File: src/rtl/terminal_input_line_discipline_unit_defines.svh
// Assertion macros for the terminal input line discipline unit.
// Both macros sample on the rising edge of clk; the first is disabled during reset.
`ifndef TERMINAL_INPUT_LINE_DISCIPLINE_UNIT_DEFINES_SVH
`define TERMINAL_INPUT_LINE_DISCIPLINE_UNIT_DEFINES_SVH

`ifndef NO_ASSERTIONS

`define TILDU_ASSERT(lbl, prop, msg) \
	lbl: assert property (@(posedge clk) disable iff (!arst_n) prop) else $error(msg);

`define TILDU_ASSERT_RST(lbl, prop, msg) \
	lbl: assert property (@(posedge clk) prop) else $error(msg);

`else

`define TILDU_ASSERT(lbl, prop, msg)

`define TILDU_ASSERT_RST(lbl, prop, msg)

`endif

`endif

File: src/rtl/tildu_pkg.sv
// Shared types and constants for the terminal input line discipline unit.
// No dependencies; imported by the controller, the datapath and the top level.
`default_nettype none

package tildu_pkg;

	localparam int unsigned DEF_BUFFER_DEPTH = 128;
	localparam int unsigned COUNT_W          = 9;
	localparam int unsigned CFG_IDX_W        = 3;
	localparam int unsigned CFG_DATA_W       = 1;

	// Command codes.
	localparam logic [1:0] CMD_KEY   = 2'd0;
	localparam logic [1:0] CMD_READ  = 2'd1;
	localparam logic [1:0] CMD_CLEAR = 2'd2;

	// Configuration register indexes.
	localparam logic [CFG_IDX_W-1:0] CFG_CANONICAL   = 3'd0;
	localparam logic [CFG_IDX_W-1:0] CFG_IGNORE_CR   = 3'd1;
	localparam logic [CFG_IDX_W-1:0] CFG_CR_TO_NL    = 3'd2;
	localparam logic [CFG_IDX_W-1:0] CFG_NL_TO_CR    = 3'd3;
	localparam logic [CFG_IDX_W-1:0] CFG_LOWER_CASE  = 3'd4;
	localparam logic [CFG_IDX_W-1:0] CFG_ECHO        = 3'd5;

	// Character codes.
	localparam logic [7:0] KEY_NUL     = 8'h00;
	localparam logic [7:0] KEY_DEL     = 8'h7F;
	localparam logic [7:0] KEY_BS      = 8'h08;
	localparam logic [7:0] KEY_CR      = 8'h0D;
	localparam logic [7:0] KEY_NL      = 8'h0A;
	localparam logic [7:0] CHAR_UPPER_A = 8'h41;
	localparam logic [7:0] CHAR_UPPER_Z = 8'h5A;
	localparam logic [7:0] CASE_GAP    = 8'h20;

	typedef struct packed {
		logic [1:0] cmd;
		logic [7:0] key_byte;
	} in_t;

	typedef struct packed {
		logic [7:0]         read_byte;
		logic               read_valid;
		logic               echo_valid;
		logic [7:0]         echo_byte;
		logic               erase_valid;
		logic               line_ready;
		logic               overflow;
		logic [COUNT_W-1:0] input_count;
	} out_t;

	// Commands from the controller to the datapath.
	typedef struct packed {
		logic fetch;
		logic exec;
	} ctrl_cmd_t;

	function automatic logic is_delim(input logic [7:0] c);
		return (c == KEY_NL) || (c == KEY_CR);
	endfunction

endpackage

`default_nettype wire

File: src/rtl/tildu_ctrl.sv
// Controller of the line discipline: sequences store read, update and result hand-off.
// Depends on tildu_pkg and the assertion macro header.
`default_nettype none
`include "terminal_input_line_discipline_unit_defines.svh"

module tildu_ctrl import tildu_pkg::*; (
	input  wire logic      clk,
	input  wire logic      arst_n,
	input  wire logic      in_valid,
	output      logic      in_stall,
	output      logic      out_valid,
	input  wire logic      out_stall,
	output      ctrl_cmd_t cmd
);

	typedef enum logic {
		ST_IDLE,
		ST_EXEC
	} state_t;

	state_t state_q;
	logic   out_valid_q;
	logic   accept;
	logic   out_free;

	assign in_stall  = (state_q != ST_IDLE);
	assign accept    = in_valid && !in_stall;
	// The result register can take a new result when empty or being drained now.
	assign out_free  = !out_valid_q || !out_stall;
	assign cmd.fetch = accept;
	assign cmd.exec  = (state_q == ST_EXEC) && out_free;
	assign out_valid = out_valid_q;

	always_ff @(posedge clk or negedge arst_n) begin
		if (!arst_n) begin
			state_q     <= ST_IDLE;
			out_valid_q <= 1'b0;
		end else begin
			case (state_q)
				ST_IDLE: begin
					if (accept) state_q <= ST_EXEC;
				end
				ST_EXEC: begin
					if (out_free) state_q <= ST_IDLE;
				end
				default: begin
					state_q <= ST_IDLE;
				end
			endcase
			if (cmd.exec) begin
				out_valid_q <= 1'b1;
			end else if (!out_stall) begin
				out_valid_q <= 1'b0;
			end
		end
	end

	`TILDU_ASSERT_RST(a_reset_idle, !arst_n |-> (state_q == ST_IDLE && !out_valid_q), "controller not idle in reset")
	`TILDU_ASSERT(a_accept_to_exec, (in_valid && !in_stall) |=> (state_q == ST_EXEC), "accepted transaction did not start")
	`TILDU_ASSERT(a_exec_loads_out, cmd.exec |=> (out_valid && state_q == ST_IDLE), "result not presented after update")
	`TILDU_ASSERT(a_no_overwrite, (out_valid_q && out_stall) |-> !cmd.exec, "pending result overwritten")

endmodule

`default_nettype wire

File: src/rtl/tildu_dp.sv
// Datapath of the line discipline: configuration, both ring buffers and the result register.
// Depends on tildu_pkg and the assertion macro header.
`default_nettype none
`include "terminal_input_line_discipline_unit_defines.svh"

module tildu_dp import tildu_pkg::*; #(
	parameter int unsigned BUFFER_DEPTH = DEF_BUFFER_DEPTH
) (
	input  wire logic                  clk,
	input  wire logic                  arst_n,
	input  wire logic                  cfg_we,
	input  wire logic [CFG_IDX_W-1:0]  cfg_index,
	input  wire logic [CFG_DATA_W-1:0] cfg_data,
	input  wire in_t                   in_data,
	input  wire ctrl_cmd_t             cmd,
	output      out_t                  out_data
);

	localparam int unsigned AW    = $clog2(BUFFER_DEPTH);
	localparam int unsigned CW    = $clog2(BUFFER_DEPTH + 1);
	localparam int unsigned SUM_W = (CW + 1 > COUNT_W) ? CW + 1 : COUNT_W;
	localparam logic [AW-1:0] LAST_PTR = AW'(BUFFER_DEPTH - 1);
	localparam logic [CW-1:0] FULL_CNT = CW'(BUFFER_DEPTH);
	localparam logic [CW-1:0] ONE_CNT  = CW'(1);

	function automatic logic [AW-1:0] ptr_inc(input logic [AW-1:0] p);
		return (p == LAST_PTR) ? '0 : p + AW'(1);
	endfunction

	function automatic logic [AW-1:0] ptr_dec(input logic [AW-1:0] p);
		return (p == '0) ? LAST_PTR : p - AW'(1);
	endfunction

	// Configuration.
	logic canon_q, ign_cr_q, cr_nl_q, nl_cr_q, lower_q, echo_q;

	// Ring buffers.
	logic [7:0]    line_mem [BUFFER_DEPTH];
	logic [7:0]    raw_mem  [BUFFER_DEPTH];
	logic [AW-1:0] line_wr_q, line_rd_q, raw_wr_q, raw_rd_q;
	logic [CW-1:0] line_cnt_q, line_dlm_q, raw_cnt_q, raw_dlm_q;
	logic [AW-1:0] line_wr_d, line_rd_d, raw_wr_d, raw_rd_d;
	logic [CW-1:0] line_cnt_d, line_dlm_d, raw_cnt_d, raw_dlm_d;
	logic [AW-1:0] line_raddr;

	// Item and store data captured at acceptance.
	in_t        item_q;
	logic [7:0] line_rdata_q;
	logic [7:0] raw_rdata_q;

	out_t       out_q;
	out_t       res;
	logic [7:0] key_c;
	logic       drop;
	logic       line_we, raw_we;
	logic       line_empty, line_full, raw_empty, raw_full;
	logic [SUM_W-1:0] count_sum;

	always_ff @(posedge clk or negedge arst_n) begin
		if (!arst_n) begin
			canon_q  <= 1'b1;
			ign_cr_q <= 1'b0;
			cr_nl_q  <= 1'b1;
			nl_cr_q  <= 1'b0;
			lower_q  <= 1'b0;
			echo_q   <= 1'b1;
		end else if (cfg_we) begin
			case (cfg_index)
				CFG_CANONICAL:  canon_q  <= cfg_data[0];
				CFG_IGNORE_CR:  ign_cr_q <= cfg_data[0];
				CFG_CR_TO_NL:   cr_nl_q  <= cfg_data[0];
				CFG_NL_TO_CR:   nl_cr_q  <= cfg_data[0];
				CFG_LOWER_CASE: lower_q  <= cfg_data[0];
				CFG_ECHO:       echo_q   <= cfg_data[0];
				default: ;
			endcase
		end
	end

	// A key needs the last byte of the line for a delete; other commands pop at the read pointer.
	assign line_raddr = (in_data.cmd == CMD_KEY) ? ptr_dec(line_wr_q) : line_rd_q;

	always_ff @(posedge clk) begin
		if (cmd.fetch) begin
			item_q       <= in_data;
			line_rdata_q <= line_mem[line_raddr];
			raw_rdata_q  <= raw_mem[raw_rd_q];
		end
	end

	always_ff @(posedge clk) begin
		if (cmd.exec && line_we) line_mem[line_wr_q] <= key_c;
	end

	always_ff @(posedge clk) begin
		if (cmd.exec && raw_we) raw_mem[raw_wr_q] <= item_q.key_byte;
	end

	always_comb begin
		line_empty = (line_cnt_q == '0);
		line_full  = (line_cnt_q == FULL_CNT);
		raw_empty  = (raw_cnt_q == '0);
		raw_full   = (raw_cnt_q == FULL_CNT);

		// Canonical translation of the key.
		key_c = item_q.key_byte;
		drop  = 1'b0;
		if (key_c == KEY_CR) begin
			if (ign_cr_q) drop = 1'b1;
			else if (cr_nl_q) key_c = KEY_NL;
		end else if (key_c == KEY_NL) begin
			if (nl_cr_q) key_c = KEY_CR;
		end
		if (lower_q && key_c >= CHAR_UPPER_A && key_c <= CHAR_UPPER_Z) key_c = key_c + CASE_GAP;

		line_wr_d  = line_wr_q;
		line_rd_d  = line_rd_q;
		line_cnt_d = line_cnt_q;
		line_dlm_d = line_dlm_q;
		raw_wr_d   = raw_wr_q;
		raw_rd_d   = raw_rd_q;
		raw_cnt_d  = raw_cnt_q;
		raw_dlm_d  = raw_dlm_q;
		line_we    = 1'b0;
		raw_we     = 1'b0;
		res        = '0;

		case (item_q.cmd)
			CMD_KEY: begin
				if (item_q.key_byte != KEY_NUL) begin
					if (canon_q) begin
						if (!drop) begin
							if (key_c == KEY_DEL || key_c == KEY_BS) begin
								// A delimiter already in the line cannot be deleted.
								if (!line_empty && !is_delim(line_rdata_q)) begin
									line_wr_d       = ptr_dec(line_wr_q);
									line_cnt_d      = line_cnt_q - ONE_CNT;
									res.erase_valid = 1'b1;
								end
							end else begin
								if (line_full) begin
									res.overflow = 1'b1;
								end else begin
									line_we    = 1'b1;
									line_wr_d  = ptr_inc(line_wr_q);
									line_cnt_d = line_cnt_q + ONE_CNT;
									if (is_delim(key_c)) line_dlm_d = line_dlm_q + ONE_CNT;
								end
								res.line_ready = (line_dlm_d != '0);
							end
							if (echo_q) begin
								res.echo_valid = 1'b1;
								res.echo_byte  = key_c;
							end
						end
					end else begin
						if (raw_full) begin
							res.overflow = 1'b1;
						end else begin
							raw_we    = 1'b1;
							raw_wr_d  = ptr_inc(raw_wr_q);
							raw_cnt_d = raw_cnt_q + ONE_CNT;
							if (is_delim(item_q.key_byte)) raw_dlm_d = raw_dlm_q + ONE_CNT;
						end
						res.line_ready = 1'b1;
					end
				end
			end
			CMD_READ: begin
				if (!raw_empty) begin
					res.read_byte  = raw_rdata_q;
					res.read_valid = 1'b1;
					raw_rd_d       = ptr_inc(raw_rd_q);
					raw_cnt_d      = raw_cnt_q - ONE_CNT;
					if (is_delim(raw_rdata_q) && raw_dlm_q != '0) raw_dlm_d = raw_dlm_q - ONE_CNT;
				end else if (canon_q && !line_empty) begin
					res.read_byte  = line_rdata_q;
					res.read_valid = 1'b1;
					line_rd_d      = ptr_inc(line_rd_q);
					line_cnt_d     = line_cnt_q - ONE_CNT;
					if (is_delim(line_rdata_q) && line_dlm_q != '0) line_dlm_d = line_dlm_q - ONE_CNT;
				end
			end
			CMD_CLEAR: begin
				line_wr_d  = '0;
				line_rd_d  = '0;
				line_cnt_d = '0;
				line_dlm_d = '0;
				raw_wr_d   = '0;
				raw_rd_d   = '0;
				raw_cnt_d  = '0;
				raw_dlm_d  = '0;
			end
			default: ;
		endcase

		count_sum = SUM_W'(raw_cnt_d) + (canon_q ? SUM_W'(line_cnt_d) : '0);
		res.input_count = count_sum[COUNT_W-1:0];
	end

	always_ff @(posedge clk or negedge arst_n) begin
		if (!arst_n) begin
			line_wr_q  <= '0;
			line_rd_q  <= '0;
			line_cnt_q <= '0;
			line_dlm_q <= '0;
			raw_wr_q   <= '0;
			raw_rd_q   <= '0;
			raw_cnt_q  <= '0;
			raw_dlm_q  <= '0;
		end else if (cmd.exec) begin
			line_wr_q  <= line_wr_d;
			line_rd_q  <= line_rd_d;
			line_cnt_q <= line_cnt_d;
			line_dlm_q <= line_dlm_d;
			raw_wr_q   <= raw_wr_d;
			raw_rd_q   <= raw_rd_d;
			raw_cnt_q  <= raw_cnt_d;
			raw_dlm_q  <= raw_dlm_d;
		end
	end

	always_ff @(posedge clk) begin
		if (cmd.exec) out_q <= res;
	end

	assign out_data = out_q;

	`TILDU_ASSERT(a_line_dlm_bound, line_dlm_q <= line_cnt_q, "line delimiter count exceeds occupancy")
	`TILDU_ASSERT(a_raw_dlm_bound, raw_dlm_q <= raw_cnt_q, "raw delimiter count exceeds occupancy")
	`TILDU_ASSERT(a_clear_empties, (cmd.exec && item_q.cmd == CMD_CLEAR) |=> (line_cnt_q == '0 && raw_cnt_q == '0), "clear left bytes behind")

endmodule

`default_nettype wire

File: src/rtl/terminal_input_line_discipline_unit.sv
// Top level of the terminal input line discipline: controller plus datapath, uses tildu_pkg.
// An accepted transaction and its store read are registered, then the update runs in the
// execute state and loads the result register; no new transaction is taken until the
// update is done, and a stalled result holds the update until it is taken.
// Reset clears pointers, counts and handshake state and loads configuration defaults;
// store contents are not cleared and no clearing pass runs.
`default_nettype none

module terminal_input_line_discipline_unit import tildu_pkg::*; #(
	parameter int unsigned BUFFER_DEPTH = DEF_BUFFER_DEPTH
) (
	input  wire logic                  clk,
	input  wire logic                  arst_n,
	input  wire logic                  cfg_we,
	input  wire logic [CFG_IDX_W-1:0]  cfg_index,
	input  wire logic [CFG_DATA_W-1:0] cfg_data,
	input  wire logic                  in_valid,
	output      logic                  in_stall,
	input  wire in_t                   in_data,
	output      logic                  out_valid,
	input  wire logic                  out_stall,
	output      out_t                  out_data
);

	ctrl_cmd_t cmd;

	tildu_ctrl u_ctrl (
		.clk       (clk),
		.arst_n    (arst_n),
		.in_valid  (in_valid),
		.in_stall  (in_stall),
		.out_valid (out_valid),
		.out_stall (out_stall),
		.cmd       (cmd)
	);

	tildu_dp #(
		.BUFFER_DEPTH (BUFFER_DEPTH)
	) u_dp (
		.clk       (clk),
		.arst_n    (arst_n),
		.cfg_we    (cfg_we),
		.cfg_index (cfg_index),
		.cfg_data  (cfg_data),
		.in_data   (in_data),
		.cmd       (cmd),
		.out_data  (out_data)
	);

endmodule

`default_nettype wire
File: config.mk
export PLATFORM = sky130hd
export DESIGN_NAME = terminal_input_line_discipline_unit
export DESIGN_NICKNAME = d
export VERILOG_FILES = /design/src/rtl/tildu_pkg.sv /design/src/rtl/tildu_ctrl.sv /design/src/rtl/tildu_dp.sv /design/src/rtl/terminal_input_line_discipline_unit.sv
export VERILOG_INCLUDE_DIRS = /design/src /design/src/rtl
export SDC_FILE = /design/constraint.sdc
export NUM_CORES = 2
export LEC_CHECK = 0
export BUFFER_PORTS_ARGS = -buffer_cell sky130_fd_sc_hd__buf_2
export CORE_ASPECT_RATIO = 2
export CORE_UTILIZATION = 42
export CTS_BUF_LIST = sky130_fd_sc_hd__clkbuf_2 sky130_fd_sc_hd__clkbuf_4 sky130_fd_sc_hd__clkbuf_8
export DETAILED_ROUTE_END_ITERATION = 10
export PLACE_DENSITY = 0.63
export SLEW_MARGIN = 30
export SYNTH_ARGS = -nofsm -noshare
export SYNTH_HDL_FRONTEND = slang
export SYNTH_SLANG_ARGS = --single-unit
File: constraint.sdc
create_clock -name clk -period 11.5 [get_ports clk]
set_input_delay 2.3 -clock clk [delete_from_list [all_inputs] [get_ports clk]]
set_output_delay 2.3 -clock clk [all_outputs]
set_load 0.01 [all_outputs]
# --- After elaboration in Yosys (flattened, before gate mapping) ---
# Memories as Yosys holds them, arrays and structs flattened. A register that Yosys moved wholly into a read port is not among the register bits.
# Index checks and enable logic that the tools add are counted.
classes:
  bitwise: 6
  n_eq_ne: 34
  n_mux: 88
  n_addsub: 13
  reduce_logical: 45
  n_lt_le_gt_ge: 2
op_table:
  columns: ["op", "count"]
  rows:
  - ["$mux 8", 33]
  - ["$mux 7", 18]
  - ["$pmux 8 s3", 3]
  - ["$eq 8x4->1 const B", 7]
  - ["$pmux 7 s2", 4]
  - ["$add 7x1->7 const B", 4]
  - ["$eq 7x7->1 const B", 4]
  - ["$mux 9", 3]
  - ["$add 8x1->8 const B", 3]
  - ["$reduce_bool 8->1", 3]
  - ["$sub 8x1->8 const B", 3]
  - ["$mux 1", 23]
  - ["$eq 8x8->1 const B", 2]
  - ["$logic_not 8->1", 2]
  - ["$reduce_and 2->1", 7]
  - ["$ne 2x1->1 const B", 6]
  - ["$ne 2x2->1 const B", 5]
  - ["$reduce_or 5->1", 2]
  - ["$add 8x9->9", 1]
  - ["$logic_and 1x1->1", 9]
  - ["$reduce_and 9->1", 1]
  - ["$add 8x6->8 const B", 1]
  - ["$eq 8x7->1 const B", 1]
  - ["$ge 8x7->1 const B", 1]
  - ["other kinds (23)", 42]
word_totals:
  in_bits: 19
  ff_bits: 100
  output_inout_bits: 32
  ram_bits: 2048
  mem_count: 2
memory_table:
  columns: ["memory", "words", "word_bits", "rd", "rd_clocked_by_memory_dff", "wr", "line_no", "rtl"]
  rows:
  - ["u_dp.line_mem", 128, 8, 1, 1, 1, "tildu_dp.sv:38", "logic [7:0] line_mem [BUFFER_DEPTH];"]
  - ["u_dp.raw_mem", 128, 8, 1, 1, 1, "tildu_dp.sv:39", "logic [7:0] raw_mem [BUFFER_DEPTH];"]

# --- Longest topological paths before layout ---
depth:
  depth_word: 21
  mapped_depth: 22
  depth_no_buf: 20

# --- Cells and area by module ---
# From an unflattened synthesis, not the netlist that was laid out.
unflattened:
  cells_unflattened: 4994
  hier_area_um2: 87351.3
modules_own_cells:
  columns: ["mod", "seq_area_each_um2", "area_each_um2", "cells_per_inst", "n_inst"]
  rows:
  - ["tildu_dp", 64635.7, 87259.9, 4987, 1]
  - ["tildu_ctrl", 50.0, 91.3, 7, 1]

# --- Least setup slack after synthesis ---
# No wires, ideal clock.
synth_path:
  path_type: "reg2reg"
  startpoint: "register u_dp.item_q[3] in the netlist's numbering"
  endpoint: "memory u_dp.line_mem[0][1] (data pin)"
  path_stages_with_launch: 5
  setup_slack_ps: 2784
  synth_period_minus_slack_ps: 8716
  t_arrival_ps: 7513
  cell_sequence: "edfxtp_1 -> nand2b_1 -> nor2_1 -> a31oi_1 -> o21ai_0"
synth_between:
  elab_chain_len: 7
synth_lines:
  columns: ["item", "line_no", "rtl"]
  rows:
  - ["from (decl)", "tildu_dp.sv:47", "in_t item_q;"]
  - ["from (signal assigned)", "tildu_dp.sv:85", "item_q <= in_data;"]
  - ["$eq 8x4->1, or another cell as far along", "tildu_dp.sv:111", "end else if (key_c == KEY_NL) begin"]
  - ["$mux 8 (on tied branches)", "tildu_dp.sv:111, tildu_dp.sv:109", null]
  - ["$mux 8 *", "tildu_dp.sv:108", "if (key_c == KEY_CR) begin"]
  - ["$ge 8x7->1", "tildu_dp.sv:114", "if (lower_q && key_c >= CHAR_UPPER_A && key_c <= CHAR_UPPER_Z) key_c = key_c + CASE_GAP;"]
  - ["$logic_and 1x1->1 (2 in series)", "tildu_dp.sv:114", null]
  - ["$mux 8 *", "tildu_dp.sv:114", null]
  - ["net u_dp.key_c[1]", "tildu_dp.sv:53", "logic [7:0] key_c;"]
  - ["to (decl)", "tildu_dp.sv:38", null]
# Mark *: on every way through the listed nets, which the timed path passes. The rest lies on a longest branch.

# --- Final worst setup path ---
layout_path:
  startpoint: "input port in_data[9] in the netlist's numbering"
  endpoint: "register u_dp.line_rdata_q[5] (read register of u_dp.line_mem) (data pin)"
layout_between:
  elab_chain_len: 2
layout_lines:
  columns: ["item", "line_no", "rtl"]
  rows:
  - ["from (decl)", "terminal_input_line_discipline_unit.sv:19", "input wire in_t in_data,"]
  - ["$logic_not 2->1", "tildu_dp.sv:81", "assign line_raddr = (in_data.cmd == CMD_KEY) ? ptr_dec(line_wr_q) : line_rd_q;"]
  - ["$mux 7", "tildu_dp.sv:81", null]
  - ["to (decl)", "tildu_dp.sv:48", "logic [7:0] line_rdata_q;"]
# No other way between the ends.
# A chain may end at the register's enable or synchronous reset.

==> results.sh <==
export IMPL_status="complete, no violations"
export IMPL_synthDistinctLibCells=81
export IMPL_place_inst=7612
export IMPL_ant_nets=0
export IMPL_cts_max_path_buffers=4
export IMPL_synth_area_mm2=0.0882
export IMPL_cp_num_buf_inv=5
export IMPL_grt_pass1_wl_um=352000
export IMPL_post_cts_buffers=0
export IMPL_grt_pass1_vias=50200
export IMPL_crit_end="u_dp.line_rdata_q[5]"
export IMPL_power_density_mw_per_mm2=219
export IMPL_num_rows=237
export IMPL_crit_top_cell="buf_4"
export IMPL_crit_start="in_data[9]"
export IMPL_numCtsBuffers=304
export IMPL_cp_data_arrival_time_ps=6920
export IMPL_root_buffer="clkbuf_8"
export IMPL_period_share=0.535
export IMPL_setup_viol=0
export IMPL_synth_top_family_by_area="multiplexers"
export IMPL_synth_compound_area_share=0.0585
export IMPL_yosysMostFrequentCell="edfxtp_1"
export IMPL_path_delay_family="buffers and inverters"
export IMPL_synth_nets=5098
export IMPL_finalHoldViolCount=0
export IMPL_ys_flop_type="edfxtp_1"
export IMPL_num_vias=48400
export IMPL_rsz0062_at_grt="false"
export IMPL_period_minus_slack_ps=6150
export IMPL_hold_start="u_dp.echo_q"
export IMPL_yosysSeqAreaShare=0.733
export IMPL_numClockSinks=2164
export IMPL_finish_net_count=5217
export IMPL_synth_fa_ha_area_frac=0.00392
export IMPL_antenna_found_initial=13
export IMPL_avgSynthCellArea_um2=17.5
export IMPL_hold_class="reg -> reg"
export IMPL_drv_slew=0
export IMPL_rrSetupSlack_ps=5450
export IMPL_irDropWorstVdd_mv=0.230
export IMPL_holdWs_ps=522
export IMPL_io_buffers=50
export IMPL_slew_headroom=0.234
export IMPL_dp_hpwl_um=161000
export IMPL_crit_path_cell_trace="buf_2 -> nor2_2 -> buf_4 -> nor2_4 -> buf_4 -> nor2_8 -> buf_4 -> buf_4 -> mux4_2 -> mux2i_1 -> a211oi_1 -> o22ai_1 -> a31oi_1"
export IMPL_syn_inst=5052
export IMPL_fin_cells=8149
export IMPL_drtPass1Iterations=8
export IMPL_yosys_warnings=0
export IMPL_area_growth_pct=10.7
export IMPL_reg2reg_to="u_dp.line_rdata_q[5]"
export IMPL_drt_iter0_markers=4386
export IMPL_ys_seq_elements=2164
export IMPL_cts_resized=0
export IMPL_crit_cells=13
export IMPL_tns_ps=0
export IMPL_grt_use_total=0.230
export IMPL_clk_latency_ps=960
export IMPL_worst_pin_slew_ps=1130
export IMPL_die_height_um=650
export IMPL_io_pins=51
export IMPL_drive_gt1_frac=0.224
export IMPL_synth_edff_count=2104
export IMPL_synth_simple_area_share=0.0592
export IMPL_wl_per_cell_um=30.2
export IMPL_worstReg2RegStart="u_dp.line_wr_q[0]"
export IMPL_yosysTopAreaCellShare=0.716
export IMPL_die_w_um=326
export IMPL_overflow=0
export IMPL_fmax_ghz=0.163
export IMPL_synthMuxAreaShare=0.123
export IMPL_p_leak_uw=0.0304
export IMPL_clk_pin_slew_ps=60
export IMPL_endpoint_kind="flop"
export IMPL_synth_area_leaders="edfxtp_1, mux4_2, dfrtp_1"
export IMPL_cts_tree="yes"
export IMPL_wl_um=246000
export IMPL_dieArea_mm2=0.212
export IMPL_cp_data_required_time_ps=12270
export IMPL_grt_max_degree=132
export IMPL_vias_per_cell=5.94
export IMPL_core_region_area_mm2=0.208
export IMPL_htree_levels=5
export IMPL_start_kind="input port"
export IMPL_r2r_cells=12
export IMPL_globalplace_congestion=0.952
export IMPL_drv_cap=0
export IMPL_crit_type="in -> reg"
export IMPL_crit_fanout=56
export IMPL_yosysTopAreaCell="edfxtp_1"
export IMPL_skew_ps=75.0
export IMPL_start_util=0.423
export IMPL_drc=0
export IMPL_crit_path_max_incr_delay_ps=930
export IMPL_synth_xor_area_share=0.00159
export IMPL_crit_slowest_cell="a211oi_1"
export IMPL_netlist_top_cells_count="edfxtp_1, mux4_2, nand2_1"
export IMPL_cts_hold_fix_buffers=0
export IMPL_async_flop_share=0.0277
kinds of logic after synthesis:
kind of cell	Yosys count
AO/OA/AOI/OAI	756
XOR/XNOR	16
adder cells (fa/ha/maj)	27
buffers and inverters	382
flip-flops	2164
multiplexers	558
AND/OR/NAND/NOR	1149
cells in the final DEF (no fill, tap or decap), types with 26 or more instances in the layout:
master,count
o22ai_1,29
buf_2,49
clkbuf_8,325
a31oi_1,47
nand3_1,133
mux4_2,416
dfrtp_1,53
mux2i_1,66
and3_1,95
nand2_1,374
a21oi_1,107
inv_1,27
nand4_1,36
a211oi_1,120
o21ai_0,159
clkinv_1,61
buf_4,105
o211ai_1,37
clkinv_2,28
mux2_2,75
a221oi_1,98
ha_1,26
edfxtp_1,2104
nor3_1,74
nor2_1,317
clkbuf_4,88
flip-flops by register name (all words and copies together), names as in the netlist, 7 cells and up:
name               count
u_dp.item_q           10
u_dp.line_cnt_q        8
u_dp.line_dlm_q        8
u_dp.line_mem       1024
u_dp.line_rd_q         7
u_dp.line_rdata_q      8
u_dp.line_wr_q         7
u_dp.out_data         30
u_dp.raw_cnt_q         8
u_dp.raw_mem        1024
u_dp.raw_rd_q          7
u_dp.raw_rdata_q       8
u_dp.raw_wr_q          7
metrics by stage:
stage / worst slack (ps) / cell area [um2] / power (uW) / util
finish: 5350 / 97600 / 21400 / 0.468
global route: 5080 / 97600 / 22100 / 0.468
CTS: 5500 / 97500 / 21500 / 0.468
detailed placement: 4440 / 91500 / 15500 / 0.439
global placement: 4200 / 91400 / 15400 / 0.438
floorplan: 2780 / 88200 / 13200 / -
power breakdown:
part	switching [uW]	total, uW	internal (uW)	leakage, uW
clock network	2880	6070	3190	0.00315
registers	307	9160	8850	0.0197
logic	3910	6200	2290	0.00754
total	7100	21400	14300	0.0304
layer usage:
metal  up-vias  share of wire  GRT usage
li1      20700              -          -
met1     25100           0.32      0.232
met2      1942           0.54      0.418
met3       659          0.052     0.0329
met4         4          0.094      0.190
met5         -        0.00011          0
layout make-up:
class	count	area [um2]
sequential	2164	64700
multi-input combinational	2506	22100
timing repair buffer	165	1240
clock buffer	413	5130
tap	2748	3440
inverter	30	113
fill	17400	111000
antenna	8	20.0
clock inverter	115	871
worst min-delay path, delay by kind of cell, from the launching register on:
family / cells / cell delay, ps
flip-flops: 1 / 360
buffers and inverters: 1 / 70
AO/OA/AOI/OAI: 1 / 90
how the worst min path moves through the flow:
| stage | cells past startpoint | endpoint |
|---|---|---|
| 3_3_place_gp | 2 | u_dp.echo_q |
| 4_1_cts | 2 | u_dp.echo_q |
| 5_1_grt | 1 | u_ctrl.in_stall |
| 6_report | 2 | u_dp.echo_q |
| 2_1_floorplan | 2 | u_dp.echo_q |
| 3_5_place_dp | 1 | u_dp.lower_q |
No activity file was read; power rests on OpenSTA's default activity.
